**config.mk**
```make
export PLATFORM = sky130hd
export DESIGN_NAME = traffic_light_pedestrian_sequencer
export DESIGN_NICKNAME = d
export VERILOG_FILES = /design/src/sv/tlps_pkg.sv /design/src/sv/tlps_seq.sv /design/src/sv/tlps_out.sv /design/src/sv/traffic_light_pedestrian_sequencer.sv
export SDC_FILE = /design/constraint.sdc
export NUM_CORES = 1
export LEC_CHECK = 0
export BUFFER_PORTS_ARGS = -buffer_cell sky130_fd_sc_hd__buf_2
export CAP_MARGIN = 20
export CORE_MARGIN = 4
export CORE_UTILIZATION = 45
export DETAILED_ROUTE_END_ITERATION = 6
export GPL_TIMING_DRIVEN = 1
export SLEW_MARGIN = 20
export SYNTH_ARGS = -nofsm -noshare
export SYNTH_HDL_FRONTEND = slang
export SYNTH_HIERARCHICAL = 1
export SYNTH_SLANG_ARGS = --single-unit
export TNS_END_PERCENT = 20
```
**constraint.sdc**
```tcl
create_clock -name clk_i -period 6.2 [get_ports clk_i]
set_clock_uncertainty 0.15 [all_clocks]
set_input_delay 0.93 -clock clk_i [delete_from_list [all_inputs] [get_ports clk_i]]
set_output_delay 0.93 -clock clk_i [all_outputs]
set_load 0.05 [all_outputs]
```
**src/sv/tlps_pkg.sv**
```systemverilog
// shared types and constants for the traffic light pedestrian sequencer
`default_nettype none

package tlps_pkg;

  // period length register
  localparam int unsigned PeriodWidth = 8;
  localparam logic [PeriodWidth-1:0] PeriodReset = 8'd20;

  // light phases, in sequence order
  typedef enum logic [1:0] {
    PhGreen   = 2'd0,
    PhYToRed  = 2'd1,
    PhRed     = 2'd2,
    PhYToGreen = 2'd3
  } phase_e;

  // pedestrian request level
  typedef enum logic [1:0] {
    ReqIdle    = 2'd0,
    ReqPending = 2'd1,
    ReqDone    = 2'd2
  } req_e;

  // one lamp word
  typedef struct packed {
    logic car_green;
    logic car_yellow;
    logic car_red;
    logic ped_green;
    logic ped_yellow;
    logic ped_red;
  } lamps_t;

endpackage

`default_nettype wire

```
**src/sv/tlps_seq.sv**
```systemverilog
// phase sequencer: period counter, request handling and lamp decode per tick
`default_nettype none

module tlps_seq
  import tlps_pkg::*;
#(
  parameter int unsigned COUNT_WIDTH = 8
) (
  input  wire logic                   clk_i,
  input  wire logic                   rst_ni,
  input  wire logic                   cfg_we_i,
  input  wire logic [PeriodWidth-1:0] cfg_wdata_i,
  input  wire logic                   step_i,
  input  wire logic                   press_i,
  output lamps_t                      lamps_o
);

  localparam int unsigned ExtW = 17;
  localparam logic [ExtW-1:0] CountMax = ExtW'((1 << COUNT_WIDTH) - 1);
  localparam logic [COUNT_WIDTH-1:0] CountOne = COUNT_WIDTH'(1);

  logic [PeriodWidth-1:0] period_q;
  phase_e                 phase_q, phase_d;
  phase_e                 act_q, act_d;
  req_e                   req_q, req_d;
  logic [COUNT_WIDTH-1:0] ticks_q, ticks_d;
  logic                   blink_q, blink_d;

  logic [ExtW-1:0]        len_ext;
  logic [COUNT_WIDTH-1:0] load_len;

  // period length: zero runs one tick, long lengths saturate to the counter range
  always_comb begin
    len_ext = ExtW'(period_q);
    if (len_ext == '0) begin
      len_ext = ExtW'(1);
    end
    if (len_ext > CountMax) begin
      len_ext = CountMax;
    end
    load_len = len_ext[COUNT_WIDTH-1:0];
  end

  // next state for one tick
  always_comb begin
    phase_d = phase_q;
    act_d   = act_q;
    req_d   = req_q;
    ticks_d = ticks_q;
    blink_d = blink_q;
    // new period
    if (ticks_q == '0) begin
      if (req_q == ReqIdle) begin
        phase_d = phase_e'(phase_q + 2'd1);
      end
      if (req_q == ReqDone) begin
        req_d = ReqIdle;
      end
      act_d   = phase_d;
      ticks_d = load_len;
      blink_d = 1'b0;
    end
    // latch a press
    if (press_i && req_d == ReqIdle) begin
      req_d = ReqPending;
    end
    // count down and handle a pending request
    case (act_d)
      PhGreen: begin
        ticks_d = ticks_d - CountOne;
        if (req_d == ReqPending) begin
          req_d   = ReqDone;
          phase_d = PhYToRed;
          ticks_d = '0;
        end
      end
      PhRed: begin
        ticks_d = ticks_d - CountOne;
        if (req_d == ReqPending) begin
          req_d   = ReqDone;
          phase_d = PhYToGreen;
          ticks_d = load_len;
        end
      end
      default: begin
        blink_d = ~blink_d;
        ticks_d = ticks_d - CountOne;
        if (req_d == ReqPending) begin
          req_d   = ReqDone;
          phase_d = PhRed;
          ticks_d = load_len;
        end
      end
    endcase
  end

  // lamp decode for the running period
  always_comb begin
    lamps_o = '0;
    case (act_d)
      PhGreen: begin
        lamps_o.car_green = 1'b1;
        lamps_o.ped_red   = 1'b1;
      end
      PhRed: begin
        lamps_o.car_red   = 1'b1;
        lamps_o.ped_green = 1'b1;
      end
      default: begin
        lamps_o.car_yellow = blink_d;
        lamps_o.ped_yellow = blink_d;
      end
    endcase
  end

  // period length register
  always_ff @(posedge clk_i or negedge rst_ni) begin
    if (!rst_ni) begin
      period_q <= PeriodReset;
    end else if (cfg_we_i) begin
      period_q <= cfg_wdata_i;
    end
  end

  // sequencer state
  always_ff @(posedge clk_i or negedge rst_ni) begin
    if (!rst_ni) begin
      phase_q <= PhGreen;
      act_q   <= PhGreen;
      req_q   <= ReqIdle;
      ticks_q <= '0;
      blink_q <= 1'b0;
    end else if (step_i) begin
      phase_q <= phase_d;
      act_q   <= act_d;
      req_q   <= req_d;
      ticks_q <= ticks_d;
      blink_q <= blink_d;
    end
  end

endmodule

`default_nettype wire

```
**src/sv/tlps_out.sv**
```systemverilog
// output register for the lamp word with valid/ready handshake
`default_nettype none

module tlps_out
  import tlps_pkg::*;
(
  input  wire logic   clk_i,
  input  wire logic   rst_ni,
  input  wire logic   load_i,
  input  wire lamps_t lamps_i,
  input  wire logic   out_ready_i,
  output logic        out_valid_o,
  output logic        free_o,
  output lamps_t      lamps_o
);

  logic   valid_q, valid_d;
  lamps_t lamps_q;

  // register can take a new word when empty or being drained
  assign free_o = !valid_q || out_ready_i;

  always_comb begin
    valid_d = valid_q;
    if (load_i) begin
      valid_d = 1'b1;
    end else if (out_ready_i) begin
      valid_d = 1'b0;
    end
  end

  always_ff @(posedge clk_i or negedge rst_ni) begin
    if (!rst_ni) begin
      valid_q <= 1'b0;
    end else begin
      valid_q <= valid_d;
    end
  end

  // payload, no reset
  always_ff @(posedge clk_i) begin
    if (load_i) begin
      lamps_q <= lamps_i;
    end
  end

  assign out_valid_o = valid_q;
  assign lamps_o     = lamps_q;

endmodule

`default_nettype wire

```
**src/sv/traffic_light_pedestrian_sequencer.sv**
```systemverilog
// top level of the traffic light pedestrian sequencer
// the lamp word for a tick is registered and valid in the cycle after the tick is accepted
// one tick per cycle if not stalled; the single output register refills as it drains
// the tick logic is one pass of the sequencer between its state and the output register
// reset: asynchronous active low; cars green, new period pending, request idle,
// period length 20, output register empty
`default_nettype none

module traffic_light_pedestrian_sequencer
  import tlps_pkg::*;
#(
  parameter int unsigned COUNT_WIDTH = 8
) (
  input  wire logic                   clk_i,
  input  wire logic                   rst_ni,
  input  wire logic                   cfg_we_i,
  input  wire logic [PeriodWidth-1:0] cfg_wdata_i,
  input  wire logic                   in_valid_i,
  output logic                        in_ready_o,
  input  wire logic                   button_pressed_i,
  output logic                        out_valid_o,
  input  wire logic                   out_ready_i,
  output logic                        car_green_o,
  output logic                        car_yellow_o,
  output logic                        car_red_o,
  output logic                        ped_green_o,
  output logic                        ped_yellow_o,
  output logic                        ped_red_o
);

  logic   accept;
  logic   free;
  lamps_t lamps_next;
  lamps_t lamps_reg;

  assign in_ready_o = free;
  assign accept     = in_valid_i && free;

  // tick sequencer
  tlps_seq #(
    .COUNT_WIDTH(COUNT_WIDTH)
  ) u_seq (
    .clk_i      (clk_i),
    .rst_ni     (rst_ni),
    .cfg_we_i   (cfg_we_i),
    .cfg_wdata_i(cfg_wdata_i),
    .step_i     (accept),
    .press_i    (button_pressed_i),
    .lamps_o    (lamps_next)
  );

  // result register
  tlps_out u_out (
    .clk_i      (clk_i),
    .rst_ni     (rst_ni),
    .load_i     (accept),
    .lamps_i    (lamps_next),
    .out_ready_i(out_ready_i),
    .out_valid_o(out_valid_o),
    .free_o     (free),
    .lamps_o    (lamps_reg)
  );

  assign car_green_o  = lamps_reg.car_green;
  assign car_yellow_o = lamps_reg.car_yellow;
  assign car_red_o    = lamps_reg.car_red;
  assign ped_green_o  = lamps_reg.ped_green;
  assign ped_yellow_o = lamps_reg.ped_yellow;
  assign ped_red_o    = lamps_reg.ped_red;

endmodule

`default_nettype wire

```
== Word level (Yosys, flattened, before mapping) ==
Cells that the tools add are included.

* Logic and storage cells: 52
* Register bits after elaboration: 28
* Bits of input ports: 14

* Multiplexer cells: 23
* Bitwise operators: 1
* Add/subtract/negate cells: 2
* Reductions and logical operators: 11
* Equality and inequality tests: 3
* $lt $le $gt $ge: 1

{| class="wikitable"
|+ Operator list
! cell !! count
|-
| 8-bit two-way mux || 6
|-
| 2-bit two-way mux || 11
|-
| 8-bit logical NOT || 2
|-
| 8-bit greater-than comparator (second input constant) || 1
|-
| 8-bit by 1-bit subtractor with 8-bit output (second input constant) || 1
|-
| 2-bit logical NOT || 3
|-
| 1-bit two-way mux || 5
|-
| 2-bit equality test (second input constant) || 2
|-
| 2-bit one-hot mux with 2 select lines || 1
|-
| 2-bit by 1-bit adder with 2-bit output (second input constant) || 1
|-
| 2-bit by 1-bit equality test with 1-bit output (second input constant) || 1
|-
| 1-bit logical AND || 2
|-
| 2-bit nonzero test || 1
|-
| 2-bit OR reduction || 1
|-
| 1-bit logical NOT || 1
|-
| 1-bit logical OR || 1
|-
| 1-bit inverter || 1
|}

== Longest topological paths before layout ==
* Depth in word-level cells: 9
* Mapped depth: 12

== Cells and area by module ==
The synthesis kept the hierarchy.

{| class="wikitable"
|+ Modules (own cells, without submodules)
! module !! cells an instance !! seq. area each (um^2) !! instances !! area each (um^2)
|-
| tlps_seq || 192 || 578.1 || 1 || 1,690.4
|-
| tlps_out || 9 || 205.2 || 1 || 227.7
|-
| traffic_light_pedestrian_sequencer || 1 || 0.0 || 1 || 6.3
|}

== Worst setup path after synthesis ==
No wires, ideal clock.

* Path type: flip-flop to flip-flop
* From: reg u_seq.ticks_q[1]
* To: reg u_seq.ticks_q[6]
* Slack: 3,395 ps
* Data arrival time: 2,532 ps
* Stages on the path, launching flop included: 12
* Required time: 5,927 ps
* Clock period less this slack: 2,805 ps
* Buffers on the path: 2
* Cells stage by stage: dfrtp_1 -> clkbuf_1 -> or4_4 -> nor2_1 -> buf_4 -> a21oi_1 -> ha_1 -> nor4b_1 -> o31ai_2 -> or4_1 -> a32oi_1 -> o2bb2ai_1

* Word-level cells in the longest chain between the ends: 8
* Elaborated cells on any way between the ends: 13

{| class="wikitable"
|+ RTL lines
! item !! RTL line !! RTL
|-
| from (decl) || tlps_seq.sv:26 || <nowiki>logic [COUNT_WIDTH-1:0] ticks_q, ticks_d;</nowiki>
|-
| from (signal assigned) || tlps_seq.sv:137 || <nowiki>ticks_q <= ticks_d;</nowiki>
|-
| branches (longest 7 deep; another with 8-bit by 1-bit subtractor with 8-bit output) || - ||
|-
| 8-bit two-way mux (*) || - ||
|}

Every way passes the cells marked *.
A chain may end at the register's enable or synchronous reset.

== Worst setup path after layout ==
* From: reg u_seq.ticks_q[6]
* To: reg u_seq.ticks_q[4]

* Word-level cells in the longest chain between the ends: 8
* Elaborated cells on any way between the ends: 13

{| class="wikitable"
|+ RTL lines
! item !! RTL line !! RTL
|-
| 8-bit logical NOT (*) || tlps_seq.sv:52 || <nowiki>if (ticks_q == '0) begin</nowiki>
|-
| branches (longest 6 deep; another with 8-bit by 1-bit subtractor with 8-bit output) || - ||
|-
| 8-bit two-way mux (*) || - ||
|}

Marks and branches as above.

==> results.yml <==
route:
  ant_nets: 0
  firstDrtPassIters: 4
  drtIter0Drc: 116
  drc_errors: 0
  wl_per_cell_um: 16.54
  viasPerCell: 6.023
  totalWireLength_mm: 4.382
  vias: 1596
placed_design:
  io_buffer_count: 21
  gp_congestion: 0.8789
  dp_hpwl_mm: 3.214
die:
  dieArea_sq_um: 5387
  die_x_um: 73.40
  start_util: 0.4743
  num_io_pins: 22
  rows: 23
  core_sq_um: 4058
  die_y_um: 73.40
clock_network:
  numClockSinks: 30
  postCtsSetupBuffers: 0
  cts_tree: "yes"
  clk_pin_slew_worst_paths_ns: 0.06
  cts_inserted_buffers: 5
  cts_resized: 0
  cts_hold_buf: 0
  h-tree-depth: 2
  worstSkewPairLatency_ns: 0.28
  root_buffer: "clkbuf_8"
  cts_buffer_depth: 2
sta:
  fin_setup_tns_ns: 0
  finalCritPeriodShare: 0.5435
  hold_viol: 0
  post-route-min-period_ns: 3.370
  final_max_slew_viol_count: 0
  slew_headroom: 0.4045
  worst_pin_slew_ns: 0.8900
  fmax_mhz: 296.8
  rsz0062_at_grt: "false"
  finalSetupViolations: 0
logic_synthesis:
  synthTopCellsByArea: "dfrtp_1 29%, edfxtp_1 9.4%, mux2_2 4.7%, a21oi_1 3.6%, o21ai_0 3.1%"
  syn_area_per_cell_sq_um: 9.526
  yosysWarnings: 6
  synth_top_area_cell: "dfrtp_1"
  synth_cell_type_count: 57
  syn-num-nets: 218
  synth-async-reset-ratio: 0.8000
  netlist.area_leader.share: 0.2861
  ys_ff_latch: 30
  yosysSeqAreaShare: 0.4070
  synth_edf_count: 6
  syn_area_sq_um: 1924
  synthFlopType: "dfrtp_1"
  synthCells: 202
global_route:
  top_usage_layer: "met2"
  grtUsageMet3: 0.05062
  grt_first_pass_wirelength_mm: 7.369
  grt.overflow.total: 0
  antenna_found_initial: 0
  globalRouteMet1Util: 0.2055
  grt_pass1_vias: 1584
  grt_start_max_net_pins: 25
  grtUsageTotal: 0.1813
  use_met2: 0.3188
power:
  p_per_area_nw_per_um2: 341.0
  ir_drop_uv: 135.3
  p_leak_nw: 0.8341
critical_path:
  cp.arrival_ns: 3.44
  start_kind: "flip-flop"
  endpoint_kind: "flip-flop"
  required_ns: 6.27
  cp_max_fo: 14
  crit_type: "flip-flop to flip-flop"
layout:
  diodes: 0
  fin_util: 0.5183
  layout-drive-gt1-share: 0.2465
  nets: 231
  syn2layout_area_growth_pct: 9.298
min_path:
  hold_path.class: "flip-flop to flip-flop"
outcome:
  status: "finished, final reports clean"
flow_run:
  drv_cap: 0
per-stage QoR:
stage / hold WS [ns] / instances / instance area (sq um) / setup WS, ns / power, W
after floorplan: 0.2997 / 202 / 1924 / 3.395 / 0.0005207
after global placement: 0.3179 / 258 / 2017 / 3.021 / 0.0005524
after detailed placement: 0.3236 / 258 / 2017 / 2.929 / 0.0005598
after CTS: 0.3385 / 265 / 2103 / 2.912 / 0.0007207
after global routing: 0.3583 / 265 / 2103 / 2.675 / 0.0007642
final: 0.3468 / 265 / 2103 / 2.830 / 0.0007172
Yosys cell counts, drive strengths merged, types with 2 or more instances:
cell type,count
mux2,8
nor2,16
nand2,15
dfrtp,22
ha,2
a31oi,5
dfstp,2
xnor2,2
nor4b,2
o2bb2ai,2
and2,4
o211ai,2
edfxtp,6
xor2,2
buf,9
nand2b,5
a211o,3
nor2b,2
or2,3
nor3,9
a211oi,4
a32oi,2
or3,2
nor4,4
o21ai,14
a21o,3
clkbuf,7
o21bai,2
nor3b,2
o31ai,2
and3,2
o22ai,2
inv,4
or4,4
a22o,2
a21oi,14
power by group:
group          total, W  internal [W]  switching [W]
clock network  0.000157     0.0000878      0.0000688
registers      0.000326      0.000251      0.0000749
logic          0.000235     0.0000960       0.000139
final timing paths:
| path | slack, ns | to | cells after the start | from |
|---|---|---|---|---|
| min in group asynchronous | 0.48 | u_out/out_valid_o$_DFFE_PN0P_ | 1 | rst_ni |
| worst max-delay path | 2.83 | u_seq/ticks_q[4]$_DFFE_PN0P_ | 9 | u_seq/ticks_q[6]$_DFFE_PN0P_ |
| worst max register to register | 2.83 | u_seq/ticks_q[4]$_DFFE_PN0P_ | 9 | u_seq/ticks_q[6]$_DFFE_PN0P_ |
| max in group asynchronous | 5.04 | u_seq/period_q[4]$_DFFE_PN1P_ | 1 | rst_ni |
| worst min-delay path | 0.35 | u_seq/blink_q$_DFFE_PN0P_ | 2 | u_seq/blink_q$_DFFE_PN0P_ |
| worst min register to register | 0.35 | u_seq/blink_q$_DFFE_PN0P_ | 2 | u_seq/blink_q$_DFFE_PN0P_ |
cell type report:
cell class,count,area (sq um)
inverter,4,15.01
sequential,30,783.3
clock buffer,7,86.33
timing repair buffer,22,112.6
fill,389,1954
tap,50,62.56
multi-input combinational,152,1044
sequential cells by signal (all words and copies together) (netlist names):
name / flops
u_out/lamps_o: 6
u_seq/period_q: 8
u_seq/phase_q: 2
u_seq/act_q: 2
u_seq/blink_q: 1
u_out/out_valid_o: 1
u_seq/ticks_q: 8
u_seq/req_q: 2
cells in the final DEF (no fill, tap or decap), types with 3 or more instances in the layout:
cell type,n
or4_1,3
a21oi_1,14
edfxtp_1,6
inv_1,4
a21o_1,3
a211o_1,3
nor2_1,16
nand2_1,14
buf_2,21
a31oi_1,5
clkbuf_8,6
and2_1,4
nand2b_1,3
a211oi_1,4
or2_2,3
mux2_2,8
dfrtp_1,22
nor3_1,9
o21ai_0,12
metal layers:
metal | wire length, um | vias to the layer above
li1 | - | 781
met1 | 1832 | 758
met2 | 2208 | 51
met3 | 272 | 6
met4 | 69 | 0
met5 | 0 | -
worst max-delay path, stage by stage, from the launching register on:
cell and delay, ns:
dfrtp_1 0.43, or4_1 0.68, nor2_1 0.74, a21oi_1 0.19, ha_1 0.32, nor3b_1 0.18, a21oi_1 0.15, o41ai_1 0.08
nor4_1 0.25, a211o_1 0.14
logic make-up (layout without fill, tap and decap cells):
kind of cell	count (synthesis)	count (layout)	synth area share
muxes	9	9	0.05202
adders and majority gates	2	2	0.01300
xor gates and xnor gates	4	4	0.01821
buffers and inverters	20	33	0.05071
DFF	30	30	0.4070
and+or+nand+nor	71	71	0.2087
AOI/OAI and AO/OA	66	66	0.2503
(Power assumes the default switching activity.)
